[src/mpenc_pkg.sv]
package mpenc_pkg;

    localparam int ValueWidth = 64;
    localparam int ByteWidth  = 8;
    localparam int CountWidth = 4;

    // token kinds
    localparam logic [3:0] MODE_NIL   = 4'd0;
    localparam logic [3:0] MODE_BOOL  = 4'd1;
    localparam logic [3:0] MODE_SINT  = 4'd2;
    localparam logic [3:0] MODE_UINT  = 4'd3;
    localparam logic [3:0] MODE_FLOAT = 4'd4;
    localparam logic [3:0] MODE_STR   = 4'd5;
    localparam logic [3:0] MODE_BIN   = 4'd6;
    localparam logic [3:0] MODE_ARRAY = 4'd7;
    localparam logic [3:0] MODE_MAP   = 4'd8;
    localparam logic [3:0] MODE_RAW   = 4'd9;

    // header codes
    localparam logic [7:0] HDR_FIXMAP  = 8'h80;
    localparam logic [7:0] HDR_FIXARR  = 8'h90;
    localparam logic [7:0] HDR_FIXSTR  = 8'hA0;
    localparam logic [7:0] HDR_NIL     = 8'hC0;
    localparam logic [7:0] HDR_FALSE   = 8'hC2;
    localparam logic [7:0] HDR_BIN8    = 8'hC4;
    localparam logic [7:0] HDR_BIN16   = 8'hC5;
    localparam logic [7:0] HDR_BIN32   = 8'hC6;
    localparam logic [7:0] HDR_FLOAT64 = 8'hCB;
    localparam logic [7:0] HDR_UINT8   = 8'hCC;
    localparam logic [7:0] HDR_UINT16  = 8'hCD;
    localparam logic [7:0] HDR_UINT32  = 8'hCE;
    localparam logic [7:0] HDR_UINT64  = 8'hCF;
    localparam logic [7:0] HDR_INT8    = 8'hD0;
    localparam logic [7:0] HDR_INT16   = 8'hD1;
    localparam logic [7:0] HDR_INT32   = 8'hD2;
    localparam logic [7:0] HDR_INT64   = 8'hD3;
    localparam logic [7:0] HDR_STR8    = 8'hD9;
    localparam logic [7:0] HDR_STR16   = 8'hDA;
    localparam logic [7:0] HDR_STR32   = 8'hDB;
    localparam logic [7:0] HDR_ARR16   = 8'hDC;
    localparam logic [7:0] HDR_ARR32   = 8'hDD;
    localparam logic [7:0] HDR_MAP16   = 8'hDE;
    localparam logic [7:0] HDR_MAP32   = 8'hDF;
    localparam logic [7:0] HDR_ERROR   = 8'h00;

    localparam logic [CountWidth-1:0] N0 = 4'd0;
    localparam logic [CountWidth-1:0] N1 = 4'd1;
    localparam logic [CountWidth-1:0] N2 = 4'd2;
    localparam logic [CountWidth-1:0] N4 = 4'd4;
    localparam logic [CountWidth-1:0] N8 = 4'd8;

    typedef struct packed {
        logic [ByteWidth-1:0]  hdr;
        logic [CountWidth-1:0] nbytes;
        logic                  err;
    } enc_t;

endpackage

[src/mpenc_classify.sv]
module mpenc_classify
    import mpenc_pkg::*;
(
    input  logic [3:0]            mode,
    input  logic [ValueWidth-1:0] value,
    output enc_t                  enc
);

    logic len_wide;
    logic hi_zero7, hi_zero8, hi_zero16, hi_zero32;
    logic hi_ones5, hi_ones7, hi_ones15, hi_ones31;
    logic [ByteWidth-1:0]  uhdr;
    logic [CountWidth-1:0] un;

    assign hi_zero7  = (value[63:7] == '0);
    assign hi_zero8  = (value[63:8] == '0);
    assign hi_zero16 = (value[63:16] == '0);
    assign hi_zero32 = (value[63:32] == '0);
    assign hi_ones5  = &value[63:5];
    assign hi_ones7  = &value[63:7];
    assign hi_ones15 = &value[63:15];
    assign hi_ones31 = &value[63:31];
    assign len_wide  = !hi_zero32;

    // smallest unsigned form
    always_comb
    begin
        if (hi_zero7)
        begin
            uhdr = value[7:0];
            un   = N0;
        end
        else if (hi_zero8)
        begin
            uhdr = HDR_UINT8;
            un   = N1;
        end
        else if (hi_zero16)
        begin
            uhdr = HDR_UINT16;
            un   = N2;
        end
        else if (hi_zero32)
        begin
            uhdr = HDR_UINT32;
            un   = N4;
        end
        else
        begin
            uhdr = HDR_UINT64;
            un   = N8;
        end
    end

    always_comb
    begin
        enc.hdr    = HDR_ERROR;
        enc.nbytes = N0;
        enc.err    = 1'b0;
        case (mode)
            MODE_NIL:   enc.hdr = HDR_NIL;
            MODE_BOOL:  enc.hdr = {HDR_FALSE[7:1], value[0]};
            MODE_SINT:
            begin
                if (!value[63])
                begin
                    enc.hdr    = uhdr;
                    enc.nbytes = un;
                end
                else if (hi_ones5)
                    enc.hdr = value[7:0];
                else if (hi_ones7)
                begin
                    enc.hdr    = HDR_INT8;
                    enc.nbytes = N1;
                end
                else if (hi_ones15)
                begin
                    enc.hdr    = HDR_INT16;
                    enc.nbytes = N2;
                end
                else if (hi_ones31)
                begin
                    enc.hdr    = HDR_INT32;
                    enc.nbytes = N4;
                end
                else
                begin
                    enc.hdr    = HDR_INT64;
                    enc.nbytes = N8;
                end
            end
            MODE_UINT:
            begin
                enc.hdr    = uhdr;
                enc.nbytes = un;
            end
            MODE_FLOAT:
            begin
                enc.hdr    = HDR_FLOAT64;
                enc.nbytes = N8;
            end
            MODE_STR:
            begin
                if (len_wide)
                    enc.err = 1'b1;
                else if (value[31:5] == '0)
                    enc.hdr = HDR_FIXSTR | value[7:0];
                else if (hi_zero8)
                begin
                    enc.hdr    = HDR_STR8;
                    enc.nbytes = N1;
                end
                else if (hi_zero16)
                begin
                    enc.hdr    = HDR_STR16;
                    enc.nbytes = N2;
                end
                else
                begin
                    enc.hdr    = HDR_STR32;
                    enc.nbytes = N4;
                end
            end
            MODE_BIN:
            begin
                if (len_wide)
                    enc.err = 1'b1;
                else if (hi_zero8)
                begin
                    enc.hdr    = HDR_BIN8;
                    enc.nbytes = N1;
                end
                else if (hi_zero16)
                begin
                    enc.hdr    = HDR_BIN16;
                    enc.nbytes = N2;
                end
                else
                begin
                    enc.hdr    = HDR_BIN32;
                    enc.nbytes = N4;
                end
            end
            MODE_ARRAY, MODE_MAP:
            begin
                if (len_wide)
                    enc.err = 1'b1;
                else if (value[31:4] == '0)
                    enc.hdr = ((mode == MODE_MAP) ? HDR_FIXMAP : HDR_FIXARR) | value[7:0];
                else if (hi_zero16)
                begin
                    enc.hdr    = (mode == MODE_MAP) ? HDR_MAP16 : HDR_ARR16;
                    enc.nbytes = N2;
                end
                else
                begin
                    enc.hdr    = (mode == MODE_MAP) ? HDR_MAP32 : HDR_ARR32;
                    enc.nbytes = N4;
                end
            end
            MODE_RAW:   enc.hdr = value[7:0];
            default:    enc.err = 1'b1;
        endcase
    end

endmodule

[src/mpenc_serializer.sv]
module mpenc_serializer
    import mpenc_pkg::*;
(
    input  logic                  clk,
    input  logic                  rst_n,
    input  logic                  tok_valid,
    input  enc_t                  enc,
    input  logic [ValueWidth-1:0] value,
    output logic                  load,
    output logic                  out_valid,
    input  logic                  out_ready,
    output logic [ByteWidth-1:0]  out_byte,
    output logic                  last,
    output logic                  error
);

    logic                  valid_reg, valid_next;
    logic [ByteWidth-1:0]  byte_reg, byte_next;
    logic                  last_reg, last_next;
    logic                  err_reg, err_next;
    logic [ValueWidth-1:0] pend_reg, pend_next;
    logic [CountWidth-1:0] left_reg, left_next;
    logic [ValueWidth-1:0] aligned;
    logic                  adv;

    // operand bytes moved to the top so they leave msb first
    always_comb
    begin
        case (enc.nbytes)
            N1:      aligned = {value[7:0], {(ValueWidth-8){1'b0}}};
            N2:      aligned = {value[15:0], {(ValueWidth-16){1'b0}}};
            N4:      aligned = {value[31:0], {(ValueWidth-32){1'b0}}};
            default: aligned = value;
        endcase
    end

    assign adv  = !valid_reg || out_ready;
    assign load = adv && (left_reg == N0) && tok_valid;

    always_comb
    begin
        valid_next = valid_reg;
        byte_next  = byte_reg;
        last_next  = last_reg;
        err_next   = err_reg;
        pend_next  = pend_reg;
        left_next  = left_reg;
        if (adv)
        begin
            if (left_reg != N0)
            begin
                valid_next = 1'b1;
                byte_next  = pend_reg[ValueWidth-1 -: ByteWidth];
                last_next  = (left_reg == N1);
                err_next   = 1'b0;
                pend_next  = {pend_reg[ValueWidth-ByteWidth-1:0], {ByteWidth{1'b0}}};
                left_next  = left_reg - N1;
            end
            else if (tok_valid)
            begin
                valid_next = 1'b1;
                byte_next  = enc.hdr;
                last_next  = (enc.nbytes == N0);
                err_next   = enc.err;
                pend_next  = aligned;
                left_next  = enc.nbytes;
            end
            else
                valid_next = 1'b0;
        end
    end

    always_ff @(posedge clk or negedge rst_n)
    begin
        if (!rst_n)
        begin
            valid_reg <= 1'b0;
            left_reg  <= N0;
        end
        else
        begin
            valid_reg <= valid_next;
            left_reg  <= left_next;
        end
    end

    always_ff @(posedge clk)
    begin
        byte_reg <= byte_next;
        last_reg <= last_next;
        err_reg  <= err_next;
        pend_reg <= pend_next;
    end

    assign out_valid = valid_reg;
    assign out_byte  = byte_reg;
    assign last      = last_reg;
    assign error     = err_reg;

endmodule

[src/messagepack_value_encoder.sv]
// MessagePack value encoder.
// Input channel (in_valid/in_ready, mode, value) takes one value token per
// request; output channel (out_valid/out_ready, out_byte, last, error) gives
// its encoding one byte per request, most significant first, last on the
// final byte. Strings, binary, arrays and maps give their header only; send
// payload bytes as raw-byte tokens. Unknown kinds and lengths wider than
// 32 bits give a single byte 0x00 with last and error set.
// The token is taken into the input register, classified combinationally
// out of it and loaded into the output register as its header byte.
// A token gives 1 + n bytes on the output, n = 0, 1, 2, 4 or 8 operand bytes,
// so 1 to 9 bytes; the output register is the shared unit and gives one byte
// per cycle while out_ready is high, with no gap between tokens if one waits.
// The next token is held in the input register while the current one
// drains, so one token can be waiting.
// Reset clears both valid flags and the byte count; nothing is in flight.
// When the receiver stalls, the output byte holds and in_ready drops once
// the input register is full.
module messagepack_value_encoder
    import mpenc_pkg::*;
(
    input  logic                  clk,
    input  logic                  rst_n,
    input  logic                  in_valid,
    output logic                  in_ready,
    input  logic [3:0]            mode,
    input  logic [ValueWidth-1:0] value,
    output logic                  out_valid,
    input  logic                  out_ready,
    output logic [ByteWidth-1:0]  out_byte,
    output logic                  last,
    output logic                  error
);

    logic                  tok_valid_reg;
    logic [3:0]            mode_reg;
    logic [ValueWidth-1:0] value_reg;
    logic                  load;
    enc_t                  enc;

    assign in_ready = !tok_valid_reg || load;

    always_ff @(posedge clk or negedge rst_n)
    begin
        if (!rst_n)
            tok_valid_reg <= 1'b0;
        else if (in_ready)
            tok_valid_reg <= in_valid;
    end

    always_ff @(posedge clk)
    begin
        if (in_ready && in_valid)
        begin
            mode_reg  <= mode;
            value_reg <= value;
        end
    end

    mpenc_classify u_classify (
        .mode  (mode_reg),
        .value (value_reg),
        .enc   (enc)
    );

    mpenc_serializer u_serializer (
        .clk       (clk),
        .rst_n     (rst_n),
        .tok_valid (tok_valid_reg),
        .enc       (enc),
        .value     (value_reg),
        .load      (load),
        .out_valid (out_valid),
        .out_ready (out_ready),
        .out_byte  (out_byte),
        .last      (last),
        .error     (error)
    );

endmodule

[config.mk]
export PLATFORM = sky130hd
export DESIGN_NAME = messagepack_value_encoder
export DESIGN_NICKNAME = d
export VERILOG_FILES = /design/src/mpenc_pkg.sv /design/src/mpenc_classify.sv /design/src/mpenc_serializer.sv /design/src/messagepack_value_encoder.sv
export SDC_FILE = /design/constraint.sdc
export NUM_CORES = 1
export LEC_CHECK = 0
export BUFFER_PORTS_ARGS = -buffer_cell sky130_fd_sc_hd__buf_2
export CORE_MARGIN = 2
export CORE_UTILIZATION = 60
export CTS_BUF_LIST = sky130_fd_sc_hd__clkbuf_4
export DETAILED_ROUTE_END_ITERATION = 7
export PLACE_DENSITY = 0.81
export SLEW_MARGIN = 10
export SYNTH_ARGS = -nofsm -noshare
export SYNTH_HDL_FRONTEND = slang
export SYNTH_SLANG_ARGS = --single-unit
[constraint.sdc]
create_clock -name clk -period 3.9 [get_ports clk]
set_input_delay 1.17 -clock clk [delete_from_list [all_inputs] [get_ports clk]]
set_output_delay 1.17 -clock clk [all_outputs]
set_load 0.02 [all_outputs]
==> metrics.md, run 1 <==
| Metric | Value |
|---|---|
| Wire per inst | `23.6 um` |
| Critical R2R Launch | `mode_reg[1]$_DFFE_PP_` |
| Total Routing Usage GR | `34.5%` |
| Crit-path max cell delay | `720 ps` |
| Area grow syn2layout | `11.6%` |
| Area share of the largest cell type after synthesis | `58.6%` |
| Mapped cell area | `7280 um2` |
| Worst skew pair latency | `580 ps` |
| Ant. Diodes | `0` |
| Num CTS Buffers | `17` |
| Root buf cell | `clkbuf_4` |
| I/O Buffers | `83` |
| Maximum buffer depth of the clock tree | `2` |
| Area after DPL | `7880 um2` |
| Final net count | `825` |
| Share of cells above drive strength 1 | `19.0%` |
| Vias in the first global route | `5856` |
| Die width | `114 um` |
| Pre-antenna DRT Iters | `7` |
| Clock sinks | `148` |
| I/O pins | `84` |
| ANT nets after route | `0` |
| Share of power burned in registers | `55.8%` |
| Fin Setup TNS | `0 ps` |
| Commonest cells post-synth | `142 x edfxtp_1, 98 x nand2_1, 54 x nor2_1, 54 x o21ai_0, 37 x a21oi_1` |
| Final hold vios | `0` |
| GPL Wtd Cong | `1.03` |
| RSZ-0062 raised after global routing | `no` |
| Post-synthesis sequential area ratio | `60.6%` |
| DR iter-0 viols | `906` |
| Cells after Synth | `673` |
| Final instance area | `8120 um2` |
| HPWL Detailed | `15500 um` |
| Maxcap violations | `0` |
| Rows | `40` |
| Maximum vdd drop | `0.329 mV` |
| Clk_skew | `31.3 ps` |
| Cell Chain, Critical Path | `or4b_2 -> nor3_1 -> nand4_1 -> nor2_1 -> a211oi_2 -> nand2_1 -> o21ai_0` |
| Switch Pwr | `0.00146 W` |
| Endpoint class of the critical path | `flop` |
| Core area | `11900 um2` |
| Largest net degree at the start of global routing | `77` |
| Post-route clock period utilization | `90.0%` |
| # setup viols final | `0` |
| Yosys warning count | `0` |
| Cell taking the most area after synthesis | `edfxtp_1` |
| Critical Path Source | `mode_reg[1]$_DFFE_PP_` |
| Cell with the most instances after synthesis | `edfxtp_1` |
| Overflow after GRT | `0` |
| Netlist cell types | `60` |
| DR vias/cell | `6.92` |
| Slew Limit Fails | `0` |
| Crit Path Class | `flop to flop` |
| P_int | `0.00285 W` |
| Slowest CP cell | `or4b_2` |
| Highest clock rate | `285 MHz` |
| Critical Path Sink | `u_serializer.pend_reg[12]$_DFFE_PP_` |
| Post-CTS Hold Buffers | `0` |
| R2r endpoint | `u_serializer.pend_reg[12]$_DFFE_PP_` |
| Die Area | `13000 um2` |
| Flop-to-flop setup slack | `390 ps` |
| Initial Util | `61.1%` |
| DR DRC count | `0` |
| Hold WS | `401 ps` |
| Initial antenna violation count | `0` |
| Avg Cell Area, Syn | `10.8 um2` |
| Syn_nets | `747` |
| Minimum clock period | `3510 ps` |
| Crit path DAT | `3800 ps` |
| Slew @ Worst Pin | `861 ps` |
| Worst hold path class | `primary input to async pin` |
| Static leakage | `2.84 nW` |
| Cell Pwr Density | `532 nW/um2` |
| Clock network power share | `20.3%` |
| Die height | `114 um` |
| Number of flops mapped to enable cells by yosys | `142` |
| Switching share of power | `33.9%` |
| CTS resizes | `0` |
| CTS tree | `yes` |
| Register-to-Register Path Depth | `7` |
| Logic pwr share | `23.9%` |
| Synthesized flop and latch total | `148` |
| Critical path startpoint category | `flop` |
| Setup repair bufs after CTS | `0` |
| CP max FO | `24` |
| Total wire length | `21500 um` |
| Vias | `6300` |
| Layout filler cell count | `919` |
| Worst-path clk slew | `140 ps` |
| Status | `finished clean` |
| Crit path required time | `4190 ps` |
| Max transition margin | `42.6%` |
| First-pass GRT wire length | `33300 um` |
| H-tree depth | `4` |
| Asr flop ratio synth | `4.05%` |
| Top cells by area, synth | `edfxtp_1 59%, nand2_1 5.1%, o21ai_0 3.7%, nor2_1 2.8%, nand4_1 2.6%` |
| Synth Flop Type | `edfxtp_1` |
==> worst min-delay path by stage <==
stage	start	end	slack, ps
2_1_floorplan	tok_valid_reg$_DFFE_PN0N_	u_serializer.out_valid$_DFFE_PN0N_	460
3_3_place_gp	tok_valid_reg$_DFFE_PN0N_	u_serializer.out_valid$_DFFE_PN0N_	480
3_5_place_dp	tok_valid_reg$_DFFE_PN0N_	u_serializer.out_valid$_DFFE_PN0N_	490
4_1_cts	rst_n	u_serializer.out_valid$_DFFE_PN0N_	380
5_1_grt	rst_n	tok_valid_reg$_DFFE_PN0N_	400
6_report	rst_n	tok_valid_reg$_DFFE_PN0N_	400
==> cells in the final DEF, fill, tap and decap left out, types with 3 or more instances in the layout <==
master,Yosys,routed
a211oi_1,7,6
a21oi_1,37,37
a221oi_1,8,8
a31oi_1,23,23
a32oi_1,18,18
and2_1,10,9
and3_1,5,5
and4_1,4,4
buf_2,2,83
buf_4,4,18
clkbuf_4,0,18
clkinv_1,1,5
clkinv_2,0,4
dfrtp_1,6,6
edfxtp_1,142,142
inv_1,8,7
inv_6,0,4
nand2_1,98,98
nand2b_1,3,3
nand3_1,18,18
nand4_1,30,30
nor2_1,54,54
nor3_1,15,14
nor3b_1,4,4
nor4_1,18,18
o211ai_1,6,6
o21a_1,4,4
o21ai_0,54,54
o221ai_1,4,4
o22ai_1,5,5
or3_1,5,5
or4b_1,5,5
==> critical path, delay by kind of cell (launching register included) <==
kind            cells  cell delay, ps
compound gates      2             330
simple gates        5            2200
flops               1             690
==> layout make-up <==
| cell class | count | area (um2) | share of cell area, % |
|---|---|---|---|
| clock inverters | 14 | 109 | 1.34 |
| flip-flops and latches | 148 | 4410 | 54.4 |
| well taps | 147 | 184 | 2.26 |
| multi-input cells | 472 | 2660 | 32.7 |
| clock buffers | 18 | 135 | 1.66 |
| repair buffers | 103 | 591 | 7.27 |
| inverters | 9 | 33.8 | 0.416 |
==> layer usage <==
layer / GRT usage [%] / wire, um / vias up
met5: 0 / 0 / -
met4: 15.2 / 848 / 0
met3: 8.68 / 2650 / 75
met2: 50.4 / 9490 / 501
met1: 49.5 / 8470 / 2938
li1: - / - / 2786
==> power by group through the flow <==
stage                     clock network, W  registers [W]  logic [W]
after floorplan                          0        0.00237   0.000667
after global placement                   0        0.00242   0.000989
after detailed placement                 0        0.00243    0.00101
after CTS                         0.000884        0.00239    0.00101
after global routing              0.000947        0.00243    0.00115
final                             0.000876        0.00241    0.00103
==> cell families (layout without fill, tap and decap cells) <==
group | count (synthesis) | in the layout | share of synthesized area (%)
flip-flops | 148 | 148 | 60.6
buffers and inverters | 53 | 144 | 3.08
adder cells (fa/ha/maj) | 2 | 2 | 0.344
AO/OA/AOI/OAI | 185 | 185 | 16.3
AND/OR/NAND/NOR | 285 | 285 | 19.6
==> through the flow <==
step           worst slack (ps)  instances  util [%]  power [W]
6_report                    391        911      68.2    0.00432
5_1_grt                     276        911      68.2    0.00452
4_1_cts                     494        911      68.2    0.00429
3_5_place_dp                537        879      66.1    0.00344
3_3_place_gp                567        879      66.1    0.00340
2_1_floorplan               269        673         -    0.00303
(Power assumes the default switching activity.)
==> inputs of run 2 (changes only) <==
Settings changed: PLACE_DENSITY 0.81 to 0.82, TNS_END_PERCENT set to 10.
==> metrics.md, run 2 (synthesis gave the netlist of run 1 again) <==
| Metric | Value |
|---|---|
| Status | `finished clean` |
| Share of cells above drive strength 1 | `18.9% (-0.11 points)` |
| Cell Pwr Density | `532 nW/um2 (about the same)` |
| CTS tree | `yes` |
| DR iter-0 viols | `920 (+1.5%)` |
| Crit path DAT | `3590 ps (-210 ps)` |
| Endpoint class of the critical path | `flop` |
| Critical Path Source | `mode_reg[1]$_DFFE_PP_` |
| RSZ-0062 raised after global routing | `no` |
| Crit path required time | `4170 ps (-20 ps)` |
| Total wire length | `21200 um (-1.4%)` |
| Clock sinks | `148 (unchanged)` |
| Maxcap violations | `0 (unchanged)` |
| Die height | `114 um (unchanged)` |
| Commonest non-fill, non-tap cells in the layout | `142 x edfxtp_1, 98 x nand2_1, 83 x buf_2` |
| Setup repair bufs after CTS | `0 (unchanged)` |
| Worst hold path class | `primary input to async pin` |
| Dpl cells | `880 (+0.11%)` |
| Post-route clock period utilization | `85.1% (-4.9 points)` |
| Max transition margin | `43.4% (+0.86 points)` |
| Overflow after GRT | `0 (unchanged)` |
| Register-to-Register Path Depth | `8 (+1)` |
| Rows | `40 (unchanged)` |
| Worst-path clk slew | `110 ps (-30 ps)` |
| Final hold vios | `0 (unchanged)` |
| Vias in the first global route | `5750 (-1.8%)` |
| Area grow syn2layout | `11.8%` |
| Wire per inst | `23.3 um (-1.3%)` |
| Maximum vdd drop | `0.334 mV (+1.6%)` |
| DR DRC count | `0 (unchanged)` |
| Core area | `11900 um2 (unchanged)` |
| Share of power burned in registers | `55.8% (about the same)` |
| Most common cell after layout, fill and taps aside | `edfxtp_1` |
| Clk_skew | `23.6 ps (-7.69 ps)` |
| GPL Wtd Cong | `0.974 (-5.1%)` |
| Logic pwr share | `23.7% (-0.2 points)` |
| ANT nets after route | `0 (unchanged)` |
| Final net count | `826 (+0.12%)` |
| Crit-path max cell delay | `730 ps (about the same)` |
| Pre-antenna DRT Iters | `6 (-1)` |
| R2r endpoint | `u_serializer.pend_reg[38]$_DFFE_PP_` |
| # setup viols final | `0 (unchanged)` |
| Maximum buffer depth of the clock tree | `2 (unchanged)` |
| Die width | `114 um (unchanged)` |
| Levels on crit path | `8 (+1)` |
| Critical Path Sink | `u_serializer.pend_reg[38]$_DFFE_PP_` |
| Switching share of power | `32.8% (-1.1 points)` |
| Cell Chain, Critical Path | `or4b_2 -> nor3_1 -> nand4_1 -> nor2_1 -> a211oi_2 -> buf_4 -> a32oi_1 -> a21oi_1` |
| DR vias/cell | `6.82 (-1.4%)` |
| Clock network power share | `20.5% (+0.2 points)` |
| Ant. Diodes | `0 (unchanged)` |
| Vias | `6206 (-1.5%)` |
| Slew Limit Fails | `0 (unchanged)` |
| Num CTS Buffers | `17 (unchanged)` |
| Root buf cell | `clkbuf_4` |
| CP delay by family, top | `simple AND/OR/NAND/NOR gates` |
| Worst skew pair latency | `570 ps (about the same)` |
| Buffers & Inverters on Critical Path | `1 (+1)` |
| First-pass GRT wire length | `32700 um (-1.6%)` |
| H-tree depth | `4 (unchanged)` |
| Total Routing Usage GR | `34.0% (-0.53 points)` |
| CP max FO | `26 (+8.3%)` |
| I/O pins | `84 (unchanged)` |
| Fin Setup TNS | `0 ps (unchanged)` |
| Post-CTS Hold Buffers | `0 (unchanged)` |
| Slew @ Worst Pin | `848 ps (-13.0 ps)` |
| Largest net degree at the start of global routing | `77 (unchanged)` |
| CTS resizes | `0 (unchanged)` |
| Slowest CP cell | `or4b_2` |
| I/O Buffers | `83 (unchanged)` |
| Static leakage | `2.84 nW (+0.10%)` |
| Crit Path Class | `flop to flop` |
| Critical R2R Launch | `mode_reg[1]$_DFFE_PP_` |
| Die Area | `13000 um2 (unchanged)` |
| Initial antenna violation count | `0 (unchanged)` |
| HPWL Detailed | `15200 um (-1.5%)` |
| Initial Util | `61.1% (unchanged)` |
| Minimum clock period | `3320 ps (-189 ps)` |
| P_int | `0.00291 W (+1.9%)` |
| Switch Pwr | `0.00142 W (-3.1%)` |
| Flop-to-flop setup slack | `580 ps (+190 ps)` |
| Critical path startpoint category | `flop` |
| Highest clock rate | `301 MHz (+5.7%)` |
| Post-route insts no fill | `910 (-0.11%)` |
run 2: worst min-delay path by stage:
stage,from,endpoint,slack (ps),cells after the start
floorplan,tok_valid_reg$_DFFE_PN0N_,u_serializer.out_valid$_DFFE_PN0N_,460,1
global placement,tok_valid_reg$_DFFE_PN0N_,u_serializer.out_valid$_DFFE_PN0N_,480,1
detailed placement,tok_valid_reg$_DFFE_PN0N_,u_serializer.out_valid$_DFFE_PN0N_,500,1
CTS,rst_n,tok_valid_reg$_DFFE_PN0N_,390,1
global route,rst_n,u_serializer.left_reg[1]$_DFFE_PN0P_,390,1
finish,rst_n,tok_valid_reg$_DFFE_PN0N_,420,1
run 2: stage by stage:
step	setup slack [ps]	instance area [um2]	hold WS, ps	total power, W	utilization (%)
floorplan	269	7280	463	0.00303	-
global placement	670	7890	480	0.00340	66.2
detailed placement	656	7890	498	0.00344	66.2
CTS	618	8140	387	0.00431	68.3
global route	460	8140	385	0.00454	68.3
finish	580	8140	422	0.00433	68.3
run 2: layout make-up:
class / count / area [um2]
clock buffer: 18 / 135
fill: 892 / 3780
timing repair buffer: 104 / 598
multi-input combinational: 472 / 2660
sequential: 148 / 4410
tap: 147 / 184
clock inverter: 12 / 115
inverter: 9 / 33.8
run 2: power by group through the flow:
stage	Combinational, W	Clock (W)	Sequential, W
after global placement	0.000983	0	0.00242
final	0.00103	0.000887	0.00241
after global routing	0.00114	0.000966	0.00243
after CTS	0.00101	0.000899	0.00240
after floorplan	0.000667	0	0.00237
after detailed placement	0.00101	0	0.00243
run 2: layer usage:
layer,track usage (%),up-vias,wire length [um]
li1,-,2784,-
met1,50.2,2846,8510
met2,48.2,485,9020
met3,7.99,91,2610
met4,15.5,0,1030
met5,0,-,0
